[src/hdl/timer_table_scheduler_core_macros.svh]
// Assertion macros for the timer table scheduler.
`ifndef TIMER_TABLE_SCHEDULER_CORE_MACROS_SVH
`define TIMER_TABLE_SCHEDULER_CORE_MACROS_SVH
// Implication checked on every clock edge outside reset.
`define TTS_ASSERT_IMP(label, clk, rst_n, ante, cons, msg) \
  label: assert property (@(posedge clk) disable iff (!rst_n) (ante) |-> (cons)) \
    else $error(msg);
// Next-cycle implication.
`define TTS_ASSERT_NEXT(label, clk, rst_n, ante, cons, msg) \
  label: assert property (@(posedge clk) disable iff (!rst_n) (ante) |=> (cons)) \
    else $error(msg);
`endif

[src/hdl/tts_pkg.sv]
// Package: types, codes and sizes for the timer table scheduler.
package tts_pkg;
  localparam int unsigned NumTimersDef = 16;
  localparam logic [31:0] AllOnes = 32'hFFFF_FFFF;

  localparam logic [2:0] FuncStart   = 3'd0;
  localparam logic [2:0] FuncDelete  = 3'd1;
  localparam logic [2:0] FuncSetPer  = 3'd2;
  localparam logic [2:0] FuncSetRep  = 3'd3;
  localparam logic [2:0] FuncService = 3'd4;
  localparam logic [2:0] FuncRead    = 3'd5;

  localparam logic [1:0] StatOk       = 2'd0;
  localparam logic [1:0] StatNoHandle = 2'd1;
  localparam logic [1:0] StatInactive = 2'd2;

  typedef struct packed {
    logic [2:0]  func;
    logic [3:0]  slot;
    logic [31:0] period_ms;
    logic [31:0] repeat_count;
    logic        handler_present;
    logic [31:0] now_ms;
  } in_word_t;

  typedef struct packed {
    logic [1:0]  status;
    logic        fired;
    logic [3:0]  fired_slot;
    logic        nothing_pending;
    logic [30:0] wait_ms;
    logic [31:0] read_period;
    logic [31:0] read_repeat;
  } out_word_t;

  // Controller to datapath commands.
  typedef struct packed {
    logic load;       // capture input word
    logic clr_best;   // start a scan
    logic rd_issue;   // issue read of scan index (or addressed slot)
    logic use_scan;   // read address from scan counter
    logic scan_eval;  // evaluate returned scan entry
    logic scan_inc;
    logic finish;     // compute and register result
  } cmd_t;

  typedef struct packed {
    logic scan_last;
    logic is_service;
  } stat_t;
endpackage

[src/hdl/tts_if.sv]
// Valid/ready channel interface carrying one word.
interface tts_if #(parameter type T = logic) ();
  logic valid;
  logic ready;
  T     data;
  modport source (output valid, output data, input ready);
  modport sink (input valid, input data, output ready);
endinterface

[src/hdl/timer_table_scheduler_core.sv]
// Top level of the timer table scheduler: channels, controller and datapath.
//  channel  | dir | word
//  cmd_in   | in  | func, slot, period_ms, repeat_count, handler_present, now_ms
//  rsp_out  | out | status, fired, fired_slot, nothing_pending, wait_ms, read_*
// One command at a time. A non-service command passes through accept, read,
// wait and finish; service passes through accept, a scan of the slot RAMs at
// one slot per cycle, wait and finish.
// A result waits in an output register; finish stalls while it is still held.
// Reset clears all slots to inactive; period, repeat and deadline RAMs are
// not cleared since start always writes them first.
`include "timer_table_scheduler_core_macros.svh"
module timer_table_scheduler_core import tts_pkg::*; #(
  parameter int unsigned NUM_TIMERS = NumTimersDef
) (
  input logic clk_i,
  input logic rst_ni,
  tts_if.sink   cmd_in,
  tts_if.source rsp_out
);
  cmd_t  cmd;
  stat_t stat;
  logic  in_ready;

  tts_ctrl u_ctrl (
    .clk_i, .rst_ni,
    .in_valid_i (cmd_in.valid),
    .in_ready_o (in_ready),
    .out_valid_o(rsp_out.valid),
    .out_ready_i(rsp_out.ready),
    .stat_i     (stat),
    .cmd_o      (cmd)
  );
  assign cmd_in.ready = in_ready;

  tts_dp #(.NumTimers(NUM_TIMERS)) u_dp (
    .clk_i, .rst_ni,
    .in_i  (cmd_in.data),
    .cmd_i (cmd),
    .stat_o(stat),
    .out_o (rsp_out.data)
  );

  // Fired and nothing-pending never appear together.
  `TTS_ASSERT_IMP(a_excl, clk_i, rst_ni, rsp_out.valid,
    !(rsp_out.data.fired && rsp_out.data.nothing_pending), "fired with nothing pending")
  // No new command while the previous one is in flight.
  `TTS_ASSERT_NEXT(a_busy, clk_i, rst_ni, cmd_in.valid && cmd_in.ready, !cmd_in.ready,
    "accepted back to back")
  // A result holds while stalled.
  `TTS_ASSERT_NEXT(a_hold, clk_i, rst_ni, rsp_out.valid && !rsp_out.ready,
    rsp_out.valid && $stable(rsp_out.data), "result dropped")
endmodule

[src/hdl/tts_ram.sv]
// Generic RAM with one write port and one registered read port.
module tts_ram #(
  parameter int unsigned Width = 32,
  parameter int unsigned Depth = 16
) (
  input  logic                     clk_i,
  input  logic                     we_i,
  input  logic [$clog2(Depth)-1:0] waddr_i,
  input  logic [Width-1:0]         wdata_i,
  input  logic [$clog2(Depth)-1:0] raddr_i,
  output logic [Width-1:0]         rdata_o
);
  logic [Width-1:0] mem [Depth];
  always_ff @(posedge clk_i) begin
    if (we_i) mem[waddr_i] <= wdata_i;
    rdata_o <= mem[raddr_i];
  end
endmodule

[src/hdl/tts_ctrl.sv]
// Controller state machine for the timer table scheduler.
module tts_ctrl import tts_pkg::*; (
  input  logic  clk_i,
  input  logic  rst_ni,
  input  logic  in_valid_i,
  output logic  in_ready_o,
  output logic  out_valid_o,
  input  logic  out_ready_i,
  input  stat_t stat_i,
  output cmd_t  cmd_o
);
  localparam logic [2:0] SIdle = 3'd0;
  localparam logic [2:0] SRead = 3'd1;
  localparam logic [2:0] SScan = 3'd2;
  localparam logic [2:0] SWait = 3'd3;
  localparam logic [2:0] SDone = 3'd4;

  logic [2:0] state_q, state_d;
  logic       ov_q, ov_d;
  logic       scan_v_q, scan_v_d;

  assign in_ready_o  = (state_q == SIdle);
  assign out_valid_o = ov_q;

  always_comb begin
    state_d  = state_q;
    ov_d     = ov_q && !out_ready_i;
    scan_v_d = 1'b0;
    cmd_o    = '0;
    case (state_q)
      SIdle: begin
        if (in_valid_i) begin
          cmd_o.load = 1'b1;
          state_d    = SRead;
        end
      end
      SRead: begin
        cmd_o.clr_best = 1'b1;
        cmd_o.rd_issue = 1'b1;
        if (stat_i.is_service) begin
          cmd_o.use_scan = 1'b1;
          cmd_o.scan_inc = 1'b1;
          scan_v_d       = 1'b1;
          state_d        = stat_i.scan_last ? SWait : SScan;
        end else begin
          state_d = SWait;
        end
      end
      SScan: begin
        cmd_o.rd_issue  = 1'b1;
        cmd_o.use_scan  = 1'b1;
        cmd_o.scan_inc  = 1'b1;
        cmd_o.scan_eval = scan_v_q;
        scan_v_d        = 1'b1;
        if (stat_i.scan_last) state_d = SWait;
      end
      SWait: begin
        cmd_o.scan_eval = scan_v_q && stat_i.is_service;
        state_d         = SDone;
      end
      SDone: begin
        if (!ov_q) begin
          cmd_o.finish = 1'b1;
          ov_d         = 1'b1;
          state_d      = SIdle;
        end
      end
      default: state_d = SIdle;
    endcase
  end

  always_ff @(posedge clk_i or negedge rst_ni) begin
    if (!rst_ni) begin
      state_q  <= SIdle;
      ov_q     <= 1'b0;
      scan_v_q <= 1'b0;
    end else begin
      state_q  <= state_d;
      ov_q     <= ov_d;
      scan_v_q <= scan_v_d;
    end
  end
endmodule

[src/hdl/tts_dp.sv]
// Datapath: slot tables, scan for earliest deadline, result formation.
module tts_dp import tts_pkg::*; #(
  parameter int unsigned NumTimers = NumTimersDef
) (
  input  logic      clk_i,
  input  logic      rst_ni,
  input  in_word_t  in_i,
  input  cmd_t      cmd_i,
  output stat_t     stat_o,
  output out_word_t out_o
);
  localparam int unsigned Aw = (NumTimers > 1) ? $clog2(NumTimers) : 1;
  localparam int unsigned Dp = 1 << Aw;

  in_word_t          it_q;
  logic [Dp-1:0]     act_q;
  logic [Aw-1:0]     scan_q, idx_q;
  logic [Aw-1:0]     raddr;
  logic [31:0]       per_r, rep_r, dl_r;
  logic              best_v_q;
  logic [Aw-1:0]     best_q;
  logic [31:0]       best_dl_q, best_per_q, best_rep_q;
  logic [Dp-1:0]     free_q;
  out_word_t         out_q;
  logic              in_tab;
  logic [Aw-1:0]     sidx;
  logic              live;

  assign sidx   = Aw'(it_q.slot);
  assign in_tab = ({28'd0, it_q.slot} < 32'(NumTimers));
  assign live   = in_tab && act_q[sidx];
  assign raddr  = cmd_i.use_scan ? scan_q : sidx;
  assign stat_o.scan_last  = (32'(scan_q) == 32'(NumTimers - 1));
  assign stat_o.is_service = (it_q.func == FuncService);

  // Write port decisions, made at finish.
  logic           we;
  logic [Aw-1:0]  wa;
  logic [31:0]    wper, wrep, wdl;
  logic           wr_per, wr_rep, wr_dl;
  logic [31:0]    nrep, dwait;
  out_word_t      res;
  logic           due;

  assign nrep  = (it_q.repeat_count == 32'd0) ? AllOnes : it_q.repeat_count;
  assign dwait = best_dl_q - it_q.now_ms;
  assign due   = !((dwait != 32'd0) && !dwait[31]);

  always_comb begin
    res = '0; we = 1'b0; wa = sidx;
    wper = it_q.period_ms; wrep = nrep; wdl = it_q.now_ms + it_q.period_ms;
    wr_per = 1'b0; wr_rep = 1'b0; wr_dl = 1'b0;
    case (it_q.func)
      FuncStart: begin
        if (!it_q.handler_present && it_q.period_ms != AllOnes) res.status = StatNoHandle;
        else if (!in_tab) res.status = StatInactive;
        else begin
          we = 1'b1; wr_per = 1'b1; wr_rep = 1'b1; wr_dl = 1'b1;
        end
      end
      FuncDelete: if (!live) res.status = StatInactive;
      FuncSetPer: begin
        if (live) begin
          we = 1'b1; wr_per = 1'b1; wr_dl = 1'b1;
        end else res.status = StatInactive;
      end
      FuncSetRep: begin
        if (live) begin
          we = 1'b1; wr_rep = 1'b1;
        end else res.status = StatInactive;
      end
      FuncService: begin
        wa = best_q;
        if (!best_v_q) res.nothing_pending = 1'b1;
        else if (!due) res.wait_ms = dwait[30:0];
        else begin
          res.fired      = 1'b1;
          res.fired_slot = 4'(best_q);
          we = 1'b1; wr_rep = 1'b1; wr_dl = 1'b1;
          wrep = (best_rep_q != AllOnes) ? best_rep_q - 32'd1 : best_rep_q;
          wdl  = it_q.now_ms + best_per_q;
        end
      end
      FuncRead: begin
        if (live) begin
          res.read_period = per_r;
          res.read_repeat = rep_r;
        end else begin
          res.status      = StatInactive;
          res.read_period = AllOnes;
        end
      end
      default: ;
    endcase
  end

  tts_ram #(.Width(32), .Depth(Dp)) u_per (.clk_i, .we_i(cmd_i.finish && we && wr_per),
    .waddr_i(wa), .wdata_i(wper), .raddr_i(raddr), .rdata_o(per_r));
  tts_ram #(.Width(32), .Depth(Dp)) u_rep (.clk_i, .we_i(cmd_i.finish && we && wr_rep),
    .waddr_i(wa), .wdata_i(wrep), .raddr_i(raddr), .rdata_o(rep_r));
  tts_ram #(.Width(32), .Depth(Dp)) u_dl (.clk_i, .we_i(cmd_i.finish && we && wr_dl),
    .waddr_i(wa), .wdata_i(wdl), .raddr_i(raddr), .rdata_o(dl_r));

  logic cand, better;
  logic [31:0] ddiff;
  assign ddiff  = dl_r - best_dl_q;
  assign cand   = act_q[idx_q] && (rep_r != 32'd0) && (per_r != AllOnes);
  assign better = !best_v_q || ddiff[31];

  always_ff @(posedge clk_i) begin
    if (cmd_i.load) it_q <= in_i;
    if (cmd_i.rd_issue) idx_q <= raddr;
    if (cmd_i.scan_eval && cand && better) begin
      best_q     <= idx_q;
      best_dl_q  <= dl_r;
      best_per_q <= per_r;
      best_rep_q <= rep_r;
    end
    if (cmd_i.finish) out_q <= res;
  end

  always_ff @(posedge clk_i or negedge rst_ni) begin
    if (!rst_ni) begin
      act_q    <= '0;
      scan_q   <= '0;
      best_v_q <= 1'b0;
      free_q   <= '0;
    end else begin
      if (cmd_i.clr_best) begin
        best_v_q <= 1'b0;
        free_q   <= '0;
      end
      // Wraps to zero after the last slot, ready for the next scan.
      if (cmd_i.scan_inc) scan_q <= stat_o.scan_last ? '0 : scan_q + Aw'(1);
      if (cmd_i.scan_eval && act_q[idx_q] && rep_r == 32'd0) free_q[idx_q] <= 1'b1;
      if (cmd_i.scan_eval && cand && better) best_v_q <= 1'b1;
      if (cmd_i.finish) begin
        if (it_q.func == FuncService) act_q <= act_q & ~free_q;
        else if (it_q.func == FuncStart && we) act_q[sidx] <= 1'b1;
        else if (it_q.func == FuncDelete && live) act_q[sidx] <= 1'b0;
      end
    end
  end

  assign out_o = out_q;
endmodule

[src/flat_wrapper.sv]
// flat-port wrapper written by rule: the top's interface ports become plain ports
module timer_table_scheduler_core_flat import tts_pkg::*;
#(
  parameter int unsigned NUM_TIMERS = NumTimersDef
)
  (clk_i, rst_ni, cmd_in_valid, cmd_in_data, cmd_in_ready, rsp_out_valid, rsp_out_data, rsp_out_ready);
  tts_if #(.T(in_word_t)) cmd_in_i ();
  tts_if #(.T(out_word_t)) rsp_out_i ();
  input logic clk_i;
  input logic rst_ni;
  input wire logic [$bits(cmd_in_i.valid)-1:0] cmd_in_valid;
  input wire logic [$bits(cmd_in_i.data)-1:0] cmd_in_data;
  output wire logic [$bits(cmd_in_i.ready)-1:0] cmd_in_ready;
  output wire logic [$bits(rsp_out_i.valid)-1:0] rsp_out_valid;
  output wire logic [$bits(rsp_out_i.data)-1:0] rsp_out_data;
  input wire logic [$bits(rsp_out_i.ready)-1:0] rsp_out_ready;
  assign cmd_in_i.valid = cmd_in_valid;
  assign cmd_in_i.data = cmd_in_data;
  assign cmd_in_ready = cmd_in_i.ready;
  assign rsp_out_valid = rsp_out_i.valid;
  assign rsp_out_data = rsp_out_i.data;
  assign rsp_out_i.ready = rsp_out_ready;
  timer_table_scheduler_core #(.NUM_TIMERS(NUM_TIMERS)) u_core (.clk_i(clk_i), .rst_ni(rst_ni), .cmd_in(cmd_in_i), .rsp_out(rsp_out_i));
endmodule
[config.mk]
export PLATFORM = sky130hd
export DESIGN_NAME = timer_table_scheduler_core_flat
export DESIGN_NICKNAME = d
export VERILOG_FILES = /design/src/hdl/tts_pkg.sv /design/src/hdl/tts_if.sv /design/src/hdl/timer_table_scheduler_core.sv /design/src/hdl/tts_ram.sv /design/src/hdl/tts_ctrl.sv /design/src/hdl/tts_dp.sv /design/src/flat_wrapper.sv
export VERILOG_INCLUDE_DIRS = /design/src /design/src/hdl
export SDC_FILE = /design/constraint.sdc
export NUM_CORES = 2
export LEC_CHECK = 0
export BUFFER_PORTS_ARGS = -buffer_cell sky130_fd_sc_hd__buf_4
export CORE_ASPECT_RATIO = 1.1
export CORE_MARGIN = 2
export CORE_UTILIZATION = 45
export DETAILED_ROUTE_END_ITERATION = 10
export GPL_ROUTABILITY_DRIVEN = 0
export MAX_ROUTING_LAYER = met4
export SYNTH_ARGS = -nofsm -noshare
export SYNTH_HDL_FRONTEND = slang
export SYNTH_SLANG_ARGS = --single-unit
[constraint.sdc]
create_clock -name clk_i -period 10 [get_ports clk_i]
set_input_delay 1 -clock clk_i [delete_from_list [all_inputs] [get_ports clk_i]]
set_output_delay 1 -clock clk_i [all_outputs]
set_load 0.05 [all_outputs]
== Yosys cells after proc, flatten, opt, wreduce, memory -nomap -nowiden ==
Memories as Yosys holds them, arrays and structs flattened. A register that Yosys moved wholly into a read port is not among the register bits.
Cells that the tools add are included.
Widths: inputs -> output; s select.

* Bits in registers: 353
* Bits of input ports: 108
* Logic and storage cells: 164
* RAM bits: 1536
* Memories kept: 3

* Reductions and logical operators: 39
* Eq/ne operators: 16
* Order comparisons: 4
* Bitwise operators: 8
* Add/sub/neg operators: 6
* Multiplexer cells: 63

{| class="wikitable"
|+ Memory list
! memory !! words !! bits a word !! rd ports !! clocked after memory_dff !! wr ports !! RTL line !! source
|-
| u_core.u_dp.u_dl.mem || 16 || 32 || 1 || 1 || 1 || tts_ram.sv:13 || <nowiki>logic [Width-1:0] mem [Depth];</nowiki>
|-
| u_core.u_dp.u_per.mem || 16 || 32 || 1 || 1 || 1 || tts_ram.sv:13 ||
|-
| u_core.u_dp.u_rep.mem || 16 || 32 || 1 || 1 || 1 || tts_ram.sv:13 ||
|}

{| class="wikitable"
|+ Operators with widths
! cell !! number
|-
| $mux 32 || 9
|-
| $ne 32x32->1 const B || 3
|-
| $mux 16 || 5
|-
| $add 32x32->32 || 2
|-
| $logic_not 32->1 || 2
|-
| $reduce_bool 32->1 || 2
|-
| $sub 32x32->32 || 2
|-
| $and 16x16->16 || 2
|-
| $not 16->16 || 2
|-
| $or 16x16->16 || 2
|-
| $sub 32x1->32 const B || 1
|-
| $mux 1 || 28
|-
| $logic_and 1x1->1 || 18
|-
| $pmux 3 s5 || 1
|-
| $eq 3x2->1 const B || 4
|-
| $mux 4 || 3
|-
| $lt 4x5->1 const B || 2
|-
| $eq 3x3->1 const B || 3
|-
| $mux 3 || 3
|-
| $pmux 1 s3 || 3
|-
| $bmux 1 s4 || 2
|-
| $demux 1 s4 || 2
|-
| $ge 4x1->1 const B || 2
|-
| $pmux 2 s2 || 2
|-
| 18 further kinds || 31
|}

== Depth between registers and ports, before layout ==
* Depth in word-level cells: 10
* Depth in mapped cells: 17
* Gate-level depth less buffers: 15

== Hierarchy ==
A second synthesis with hierarchy kept.

* Cells, all modules: 4320
* Area total of the unflattened synthesis: 79711.4 µm²

{| class="wikitable"
|+ By module, submodules not included
! module !! area each (µm²) !! cells each !! times used !! sequential area each (µm²)
|-
| tts_ram at u_core.u_dp.u_per ... || 19835.3 || 838 || 2 || 16015.4
|-
| tts_dp || 19879.1 || 1775 || 1 || 10264.8
|-
| tts_ram at u_core.u_dp.u_dl || 19854.0 || 838 || 1 || 16015.4
|-
| tts_ctrl || 307.8 || 31 || 1 || 125.1
|}

== Least setup slack after synthesis ==
No wires, ideal clock.

* Path kind: register to register
* Start: register u_core.u_ctrl.state_q[1]
* End: memory u_core.u_dp.u_dl.mem[10][0], enable pin
* Data arrival time: 7.892 ns
* Cell stages (with the launch flop): 8
* Library setup time: 0.421 ns
* Slack: 1.687 ns
* Required time: 9.579 ns
* Clock period less this slack: 8.313 ns
* Path through: dfrtp_1 -> clkbuf_1 -> nor2_1 -> nand2_1 -> nor2_1 -> o21ai_1 -> buf_2 -> nor2_1

{| class="wikitable"
|+ RTL lines
! item !! RTL line !! source
|-
| start, declared || tts_ctrl.sv:18 || <nowiki>logic [2:0] state_q, state_d;</nowiki>
|-
| start signal, assigned || tts_ctrl.sv:74 || <nowiki>state_q <= SIdle;</nowiki>
|-
| start signal, assigned || tts_ctrl.sv:78 || <nowiki>state_q <= state_d;</nowiki>
|-
| end, declared || tts_ram.sv:13 ||
|}

== Worst setup path after layout ==
* Start: register u_core.u_dp.it_q[0] in the netlist's numbering
* End: memory u_core.u_dp.u_rep.mem[8][31] (data pin)

* Longest elaborated chain between the ends: 6
* Elaborated cells between the ends (all ways): 7

{| class="wikitable"
|+ RTL lines
! item !! RTL line !! source
|-
| start, declared || tts_dp.sv:15 || <nowiki>in_word_t it_q;</nowiki>
|-
| start signal, assigned || tts_dp.sv:111 || <nowiki>if (cmd_i.load) it_q <= in_i;</nowiki>
|-
| $sub 32x32->32 * || tts_dp.sv:46 || <nowiki>assign dwait = best_dl_q - it_q.now_ms;</nowiki>
|-
| $reduce_bool 32->1 / $logic_not 1->1 (equally long branches) || tts_dp.sv:47 || <nowiki>assign due = !((dwait != 32'd0) && !dwait[31]);</nowiki>
|-
| $logic_and 1x1->1 * || tts_dp.sv:47 ||
|-
| $mux 32 * || tts_dp.sv:75 || <nowiki>else if (!due) res.wait_ms = dwait[30:0];</nowiki>
|-
| $mux 32 * || tts_dp.sv:74 || <nowiki>if (!best_v_q) res.nothing_pending = 1'b1;</nowiki>
|-
| $mux 32 * || tts_dp.sv:53 || <nowiki>case (it_q.func)</nowiki>
|-
| named net u_core.u_dp.u_rep.wdata_i[31] || tts_ram.sv:9 || <nowiki>input logic [Width-1:0] wdata_i,</nowiki>
|-
| end, declared || tts_ram.sv:13 ||
|}

Mark *: on every way through the listed nets, which the timed path passes. The rest lies on a longest branch.

==> results.md <==
- Outcome: complete, but fails checks
- Failing checks: capacitance limit
- Remaining routing DRC violations: 0
- Initial antenna violation count: 9
- Logic pwr share: 30.3%
- Fill count: 15186
- Clock power share: 28.2%
- Final Routed Wirelength: 231000 µm
- Reg-to-reg setup timing slack: 3.24 ns
- Switching share of power: 36.1%
- RSZ-0062 raised after global routing: no
- Post-CTS Setup Inserts: 0
- WP data arrival: 7.24 ns
- Vias in the first global route: 50610
- Pwr Total: 26500 µW
- Global-route usage over all layers: 25.1%
- Routed vias: 52992
- Maximum VDD drop: 0.371 mV
- Pwr dens: 284 nW/µm²
- Crit-path cells: ha_1 -> fa_1 -> nand2b_1 -> a211oi_1 -> a21o_1 -> a21o_1 -> a21oi_1 -> xnor2_1 -> a221o_1 -> nor4_1 -> nand4_1 -> a21oi_4 -> buf_12 -> o21bai_4 -> buf_4 -> a2bb2oi_1
- CTS tree: yes
- Worst path bufs/invs: 2
- CTS Hold Bufs: 0
- Worst-path clk slew: 0.07 ns
- Hold Violations, Final: 0
- Max incr delay on CP: 0.90 ns
- Max-slew headroom: 1.15%
- Sequential-to-total area share from yosys stat: 71.4%
- Main synth FF type: edfxtp_1
- Yosys warnings: 0
- Multi-input gate area: 22100 µm²
- Reg2reg start: u_core.u_dp.it_q[0]
- Fin. max-slew vios: 0
- Largest cells by area after synthesis: edfxtp_1 68%, nand2_1 7.6%, nand3_1 4.9%
- CTS Buffer Depth: 3
- IO Port Bufs: 212
- CP max FO: 99
- IO Pins: 213
- Final period util: 67.6%
- Detail Placement HPWL: 133000 µm
- FFs w/ async S/R, synth: 2.12%
- Worst-Skew Late Latency: 0.84 ns
- Class of the worst hold path: input port to asynchronous set/reset pin
- Synth cell types: 75
- Cells on worst reg2reg path: 16
- TritonRoute pass-1 iters: 5
- Core outline area: 181000 µm²
- Rows: 164
- P_int: 16900 µW
- Area leader, netlist: edfxtp_1
- Per-cell routed wire length: 25.1 µm
- Starting Density: 45.2%
- Setup_tns: 0 ns
- Total net switching power: 9560 µW
- Flip-flop and latch area: 58400 µm²
- Syn-to-layout area delta: 13.8%
- Setup Crit Path Kind: flip-flop to flip-flop
- Mapped Cells: 6469
- Mean area per synthesized cell: 12.7 µm²
- Syn nets: 6706
- Crit path from: u_core.u_dp.it_q[0]
- Largest net degree at the start of global routing: 207
- Top-area cell type share of the netlist area: 67.8%
- Synth Cell Area: 81900 µm²
- Resize count post-CTS: 0
- Max cap viols: 1
- Total global routing overflow: 0
- Vias per cell: 5.76
- Leakage: 0.0328 µW
- H-tree Lvls: 4
- Worst Tran Pin Value: 1.47 ns
- Fmax achieved: 148 MHz
- Startpoint types: flip-flop
- Slowest cell on crit path: a2bb2oi_1
- Min Tclk post-route: 6.76 ns
- Critical path depth: 16
- CTS sink count: 1985
- DIE WIDTH: 411 µm
- CTS buffer count: 191
- CP dominant cell by count: a21o_1
- Die height: 451 µm
- Die area: 185000 µm²
- First-pass GRT wire length: 335000 µm
- Flops & latches, synth: 1985
- Final net count: 6864
- Layout cells sized above 1: 11.1%
- Root buf cell: clkbuf_16
- Cell family with most CP delay: compound AO/OA/AOI/OAI gates
- Flop pwr share: 41.6%
- Antenna-violating nets left: 0
- DR iter-0 viols: 5973
- Critical path required time: 10.48 ns
- Clock skew: 0.0613 ns
- Finish-stage setup viols: 0
- Crit end category: flip-flop
- Post-synth EDFFs: 1847
[sequential cells by signal, summed over array words and instances, names as in the netlist, 68 cells and up, named ones only]
name,cells
u_core.u_dp.u_rep.mem,512
u_core.u_dp.u_per.mem,512
u_core.u_dp.u_dl.mem,512
u_core.u_dp.out_o,103
u_core.u_dp.it_q,68
[cell usage after synthesis (54+ instances only)]
cell type  number
edfxtp_1     1847
nand2_1      1667
nand3_1       796
clkbuf_1      346
a311oi_1      193
nor2_1        170
ha_1          126
a21oi_1       119
o21ai_0       113
and3_1        109
a31oi_1       104
dfxtp_1        96
inv_1          93
xnor2_1        79
nor3_1         54
[stage by stage]
stage | instance area, µm² | setup WS (ns) | utilization (%) | hold slack [ns] | std cells
final | 93100 | 3.24 | 51.4 | 0.178 | 9207
after global routing | 93100 | 3.11 | 51.4 | 0.197 | 9206
after CTS | 93000 | 3.47 | 51.4 | 0.146 | 9195
after global placement | 86500 | 3.53 | 47.7 | 0.418 | 8835
after detailed placement | 86500 | 3.52 | 47.7 | 0.419 | 8837
after floorplan | 81900 | 1.69 | - | 0.400 | 6469
[metal layers]
metal  track usage (%)  share of wire (%)  vias to the layer above
met5                 -                  0                        -
met1              33.0                 41                    26450
li1                  -                  -                    24116
met4              10.3                4.1                        0
met3              3.11                6.1                      428
met2              39.6                 48                     1998
[kinds of logic (layout without fill, tap and decap cells)]
kind of cell    Yosys count  in the layout  synth area share [%]
simple gates           3011           3011                  16.2
flops                  1985           1985                  71.4
compound gates          733            733                  6.51
buf+inv                 467            790                  2.20
fa+ha+maj               129            129                  2.00
xor+xnor                119            119                  1.27
mux                      25             25                 0.448
other cells               0              8                     0
[power by group through the flow]
stage	sequential, µW	clock, µW	combinational [µW]
after floorplan	11000	0	5090
after global placement	11200	0	7860
after detailed placement	11200	0	7990
after CTS	11000	7570	8010
after global routing	11000	7850	8730
final	11000	7460	8010
[cells in the final DEF, fill, tap and decap left out, types with 93 or more instances in the layout]
cell type and instances:
buf_4 326, nand3_1 796, clkbuf_16 196, edfxtp_1 1847, a311oi_1 193, inv_1 93
nand2_1 1667, a21oi_1 117, nor2_1 121, a31oi_1 104, dfxtp_1 96, ha_1 126
o21ai_0 103, and3_1 108
[final timing paths]
| check | to |
|---|---|
| hold reg to reg | u_core.u_dp.best_dl_q[22] |
| max in group asynchronous | u_core.u_dp.scan_q[0] |
| setup / recovery | u_core.u_dp.u_rep.mem[8][31] |
| setup reg to reg | u_core.u_dp.u_rep.mem[8][31] |
| min in group clk_i | u_core.u_dp.wper[21] |
| hold / removal | u_core.u_dp.free_q[3] |
[layout make-up]
cell class	instances	share of cell area [%]
sequential	1985	62.8
multi-input combinational	4017	23.8
clock buffer	261	5.75
tap	2407	3.23
timing repair buffer	336	2.82
inverter	96	0.406
antenna	8	0.0215
clock inverter	97	1.26
No activity file was read; power rests on OpenSTA's default activity.
